**src/hdl/gnla_pkg.sv**
```systemverilog
`timescale 1ns / 1ps

package gnla_pkg;

    localparam int MAX_MARKS_DEF    = 64;
    localparam int CORDIC_STEPS_DEF = 16;

    localparam int CX_W = 50;
    localparam int CZ_W = 36;
    localparam int DIST_W = 38;

    localparam logic [15:0] NEAR_RANGE = 16'd6144;
    localparam logic signed [15:0] BEARING_LIMIT = 16'sd3276;
    localparam logic [45:0] INV_GAIN_Q30 = 46'd652032874;
    localparam logic signed [CZ_W-1:0] PI_Q30 = 36'sd3373259426;
    localparam logic signed [CZ_W-1:0] HALF_PI_Q30 = 36'sd1686629713;
    localparam logic [DIST_W-1:0] NO_WIDTH_SQ = 38'd10485760000;

    localparam logic signed [CZ_W-1:0] ATAN_TAB [0:23] = '{
        36'sd843314857, 36'sd497837829, 36'sd263043837, 36'sd133525159,
        36'sd67021687,  36'sd33543516,  36'sd16775851,  36'sd8388437,
        36'sd4194283,   36'sd2097149,   36'sd1048576,   36'sd524288,
        36'sd262144,    36'sd131072,    36'sd65536,     36'sd32768,
        36'sd16384,     36'sd8192,      36'sd4096,      36'sd2048,
        36'sd1024,      36'sd512,       36'sd256,       36'sd128
    };

    localparam logic [2:0] REG_FAR_RANGE    = 3'd0;
    localparam logic [2:0] REG_GATE_NORMAL  = 3'd1;
    localparam logic [2:0] REG_GATE_LARGE   = 3'd2;
    localparam logic [2:0] REG_FRAMES       = 3'd3;
    localparam logic [2:0] REG_YELLOW       = 3'd4;
    localparam logic [2:0] REG_BLUE         = 3'd5;
    localparam logic [2:0] REG_LARGE_ORANGE = 3'd6;

    typedef enum logic [2:0] {
        STAT_FILTERED = 3'd0,
        STAT_MATCHED  = 3'd1,
        STAT_NEW      = 3'd2,
        STAT_FULL     = 3'd3,
        STAT_READY    = 3'd4
    } status_t;

    typedef enum logic [2:0] {
        ST_IDLE,
        ST_PREP,
        ST_CORDIC,
        ST_SCAN,
        ST_FRAME,
        ST_WIDTH,
        ST_SQRT,
        ST_OUT
    } fsm_t;

    typedef struct packed {
        logic signed [CX_W-1:0] x;
        logic signed [CX_W-1:0] y;
        logic signed [CZ_W-1:0] z;
    } cord_t;

    typedef struct packed {
        logic issue;
        logic pair_mode;
    } scan_in_t;

    typedef struct packed {
        logic valid;
        logic match;
        logic busy;
    } scan_out_t;

    function automatic logic signed [17:0] round_sat(input logic signed [CX_W-1:0] v);
        logic signed [CX_W:0]    s;
        logic signed [CX_W-30:0] q;
        s = (CX_W+1)'(v) + (CX_W+1)'(64'sd536870912);
        q = (CX_W-29)'(s >>> 30);
        if (q > 131071) begin
            return 18'(131071);
        end else if (q < -131072) begin
            return 18'(-131072);
        end else begin
            return 18'(q);
        end
    endfunction

endpackage

```
**src/hdl/gnla_cordic_cell.sv**
```systemverilog
`timescale 1ns / 1ps

module gnla_cordic_cell #(
    parameter int STEP = 0
) (
    input  logic              aclk,
    input  logic              aresetn,
    input  logic              in_valid,
    input  gnla_pkg::cord_t   in_data,
    output logic              out_valid,
    output gnla_pkg::cord_t   out_data
);

    logic              valid_reg;
    gnla_pkg::cord_t   data_reg;
    gnla_pkg::cord_t   data_next;
    logic signed [gnla_pkg::CX_W-1:0] dx;
    logic signed [gnla_pkg::CX_W-1:0] dy;

    always_comb begin
        dx = in_data.y >>> STEP;
        dy = in_data.x >>> STEP;
        if (in_data.z >= 0) begin
            data_next.x = in_data.x - dx;
            data_next.y = in_data.y + dy;
            data_next.z = in_data.z - gnla_pkg::ATAN_TAB[STEP];
        end else begin
            data_next.x = in_data.x + dx;
            data_next.y = in_data.y - dy;
            data_next.z = in_data.z + gnla_pkg::ATAN_TAB[STEP];
        end
    end

    always_ff @(posedge aclk) begin
        if (!aresetn) begin
            valid_reg <= 1'b0;
        end else begin
            valid_reg <= in_valid;
        end
    end

    always_ff @(posedge aclk) begin
        data_reg <= data_next;
    end

    assign out_valid = valid_reg;
    assign out_data  = data_reg;

endmodule

```
**config.mk**
```make
export PLATFORM = sky130hd
export DESIGN_NAME = gnla_cordic_cell
export DESIGN_NICKNAME = d
export VERILOG_FILES = /design/src/hdl/gnla_pkg.sv /design/src/hdl/gnla_cordic_cell.sv
export SDC_FILE = /design/constraint.sdc
export NUM_CORES = 1
export LEC_CHECK = 0
export BUFFER_PORTS_ARGS = -buffer_cell sky130_fd_sc_hd__clkbuf_2
export CORE_MARGIN = 3
export CORE_UTILIZATION = 50
export DETAILED_ROUTE_END_ITERATION = 6
export PLACE_DENSITY = 0.74
export SLEW_MARGIN = 30
export SYNTH_ARGS = -nofsm -noshare
export SYNTH_HDL_FRONTEND = slang
export SYNTH_SLANG_ARGS = --single-unit
export TNS_END_PERCENT = 100
```
**constraint.sdc**
```tcl
create_clock -name aclk -period 7.7 [get_ports aclk]
set_input_delay 0.77 -clock aclk [delete_from_list [all_inputs] [get_ports aclk]]
set_output_delay 0.77 -clock aclk [all_outputs]
set_load 0.02 [all_outputs]
```
# Yosys cells after proc, flatten, opt, wreduce, memory -nomap -nowiden
# Cells that the tools add are included.
# word_totals
regBits,137
input_bits,139
output_inout_bits,137
# classes
addsub,5
order_cmp,1
n_mux,1
# op_table
cell,count
$mux 136,1
$sub 50x50->50,2
$add 50x50->50,1
$add 36x31->36 const B,1
$ge 36x1->1 const B,1
$sub 36x31->36 const B,1

# Longest topological paths before layout
# logic_depth
depth_word,2
ltp_mapped,23

# Worst setup path before layout
# Ideal clock, no wire load.
# synth_path
kind,input to register
startpoint,in in_data[35] (netlist bit)
endpoint,"reg data_reg, in the netlist out_data[34]"
arrival_ns,5.362
path_slack_ns,2.267
path_stages,21
cell_sequence,inv_1 -> ha_1 -> nor4b_1 -> nand4_1 -> nor3_1 -> nand2b_1 -> clkbuf_1 -> clkbuf_1 -> clkbuf_1 -> ha_1 -> a21o_1 -> a21oi_2 -> nor3_1 -> or2_2 -> o221ai_4 -> o31ai_1 -> a311oi_2 -> o22a_2 -> o21ai_1 -> a221oi_2 -> xor2_1
# synth_lines
element,line,rtl
"start, declared",gnla_cordic_cell.sv:9,"input gnla_pkg::cord_t in_data,"
"end signal, assigned",gnla_cordic_cell.sv:43,data_reg <= data_next;
"end, declared",gnla_cordic_cell.sv:15,gnla_pkg::cord_t data_reg;

==> out/metrics.yaml <==
cells_and_area:
  nNetsFinal: 2388
  n_antenna_cell: 0
  drive_gt1_share_pct: 17.2
  area_delta_synth_final_pct: 15.3
  postLayoutCellArea_um2: 15800
  layout_common_cells: "clkbuf_2 (275), a21oi_1 (248), nor2_1 (184)"
  final_common_cell: "clkbuf_2"
worst_setup_path:
  slowest_delay_ps: 490
  worstPathRequired_ps: 8060
  end_kind: "flip-flop"
  setup.worst_path.end: "out_data[34]$_DFF_P_"
  worst-path-stages: 18
  path_cells: "clkbuf_2 > nor4_1 > nand4_1 > nor3_1 > nand2b_4 > clkinv_2 > buf_4 > ha_1 > a21oi_2 > nor3_1 > or2_2 > o221ai_4 > o31ai_1 > a311oi_2 > o22a_2 > o21ai_1 > a221oi_2 > xor2_1"
  worstSetupPathType: "primary input to flip-flop"
  cp_max_fo: 48
  cp-startpoint: "in_data[0]"
  worst-path-buf-inv: 3
  cpLargestDelayFamily: "simple AND/OR/NAND/NOR gates"
  crit_path_frequent_cell: "nor3_1"
  worstPathArrival_ps: 5760
  cp_slowest_cell: "nor4_1"
  start_kind: "primary input"
sta:
  setup_violations: 0
  fmax_mhz: 185
  post-route-min-period_ps: 5400
  fin_crit_sh_pct: 70.1
  fin_ws_ps: 2300
  slew_headroom_pct: 27.0
  worst_pin_slew_ps: 1090
  tns_ps: 0
  hold_violations: 0
  maxSlewViolCount: 0
  rsz0062_at_grt: "no"
floorplanning:
  start_util_pct: 51.7
  die_y_um: 172
  dieArea_um2: 29400
  core_area_um2: 26500
  num_rows: 59
  ios: 276
  die_w_um: 172
min_path:
  hold_class: "primary input to flip-flop"
  holdPathStages: 2
detailed_routing:
  vias: 14668
  antenna_left: 0
  wl_met1_um: 18800
  wl_met2_um: 21500
  routed_wirelength_um: 47200
  viasPerCell: 6.08
  drtIter0Drc: 1743
  routed-wl-met3_um: 5130
  dr.pass1.iters: 7
  wire_per_inst_um: 19.6
  topRoutingLayerUsed: "met4"
  drc: 5
clocking:
  h-tree-depth: 4
  cts_inserted_buffers: 17
  postCtsSetupBuffers: 0
  cts.path.max_buffers: 2
  ctsHoldBuffers: 0
  ctsResizeCount: 0
  clock-sinks: 136
  cts_tree: "done"
  cts_root_buf: "clkbuf_16"
  path_clk_slew_ps: 70
global_routing:
  grt_usage_pct: 30.5
  grt_max_degree: 95
  grt_pass1_wl_um: 72300
  antenna_found_initial: 0
  grt_overflow: 0
  grt_pass1_vias: 13891
synth:
  synth_seq_cells: 136
  syn-num-nets: 2173
  syn_area_per_cell_um2: 7.42
  yosys_warnings: 0
  seq_area_frac_synth_pct: 19.9
  synth_flop_cell: "dfxtp_1"
  synth_area_um2: 13700
  synth.distinct_cells: 83
  syn-instance-count: 1848
  synth-async-reset-ratio_pct: 0
  synth_edf_count: 0
placed_design:
  hpwl_um: 37700
  dp_slack_ps: 1780
  io_buffers: 275
  gp_congestion: 1.03
  dpl-instance-area_um2: 15200
pwr:
  irDropWorstVdd_v: 0.000126
  power.total_mw: 3.20
  leakagePower_nw: 7.46
  powerDensity_nw_per_um2: 202
status:
  violations: "design-rule violations"
  status: "finished with violations"
job:
  max-cap-violations: 0
per-stage QoR:
stage	hold WS, ps	cells	util, %
finish	542	2411	59.6
global route	550	2411	59.6
CTS	538	2410	59.5
detailed placement	985	2378	57.3
global placement	979	2378	57.3
floorplan	827	1848	-
final cells by class:
class | instances | area (um2)
clock buffers | 17 | 425
clock inverters | 15 | 160
fillers | 2514 | 10700
inverters | 170 | 639
multi-input cells | 1460 | 10000
flip-flops and latches | 136 | 2720
well taps | 335 | 419
repair buffers | 278 | 1420
cells in the mapped netlist (7+ instances only):
cell / n / share of area, %
a21oi_1: 248 / 9.1
nor2_1: 184 / 5.0
ha_1: 182 / 17
inv_1: 159 / 4.4
dfxtp_1: 136 / 20
nand2_1: 123 / 3.4
xnor2_1: 115 / 7.3
o21ai_0: 100 / 3.7
clkbuf_1: 61 / 1.7
o21bai_1: 52 / 2.8
a21o_1: 50 / 2.7
nand4_1: 30 / 1.4
nand3_1: 27 / 0.99
nor3_1: 26 / 0.95
nor4_1: 26 / 1.2
o31ai_1: 24 / 1.3
nor2b_1: 22 / 1.0
a211oi_1: 19 / 1.0
nand2b_1: 19 / 0.87
a31oi_1: 14 / 0.64
o211ai_1: 14 / 0.77
xor2_1: 14 / 0.89
mux2i_1: 12 / 0.88
o21ai_1: 11 / 0.40
buf_2: 10 / 0.37
buf_1: 8 / 0.22
clkinv_1: 8 / 0.22
o31a_1: 8 / 0.51
or2_2: 8 / 0.37
a2111oi_0: 7 / 0.45
a21boi_0: 7 / 0.38
and3_1: 7 / 0.32
o21a_1: 7 / 0.38
or3_1: 7 / 0.32
report_power, final:
group	internal, mW	switching [mW]	total [mW]	leakage [nW]
sequential	0.872	0.0496	0.922	1.15
clock	0.458	0.388	0.846	0.286
combinational	0.489	0.939	1.43	6.03
total	1.82	1.38	3.20	7.46
per-layer routing:
layer / track usage, % / vias to the layer above
li1: - / 6949
met3: 6.62 / 131
met2: 51.0 / 894
met5: 0 / -
met1: 39.0 / 6694
met4: 10.4 / 0
cell families (layout without fill, tap and decap cells):
kind of cell | count (synthesis) | count (layout) | synth area share, %
multiplexers | 12 | 12 | 0.876
adder cells (fa/ha/maj) | 186 | 186 | 17.2
XOR/XNOR | 129 | 129 | 8.24
flip-flops | 136 | 136 | 19.9
buffers and inverters | 252 | 480 | 7.08
AO/OA/AOI/OAI | 638 | 638 | 30.1
AND/OR/NAND/NOR | 495 | 495 | 16.7
state kept, by name (all words and copies together) (netlist names):
name       cells
out_data     135
out_valid      1
worst min path at each step:
stage	slack [ps]	to	start
2_1_floorplan	830	out_data[0]$_DFF_P_	in_data[0]
3_3_place_gp	980	out_valid$_SDFF_PN0_	in_valid
4_1_cts	540	out_valid$_SDFF_PN0_	in_valid
5_1_grt	550	out_valid$_SDFF_PN0_	in_valid
3_5_place_dp	990	out_valid$_SDFF_PN0_	in_valid
6_report	540	out_data[0]$_DFF_P_	in_data[0]
Note: power is estimated with default switching activity, not from simulation.
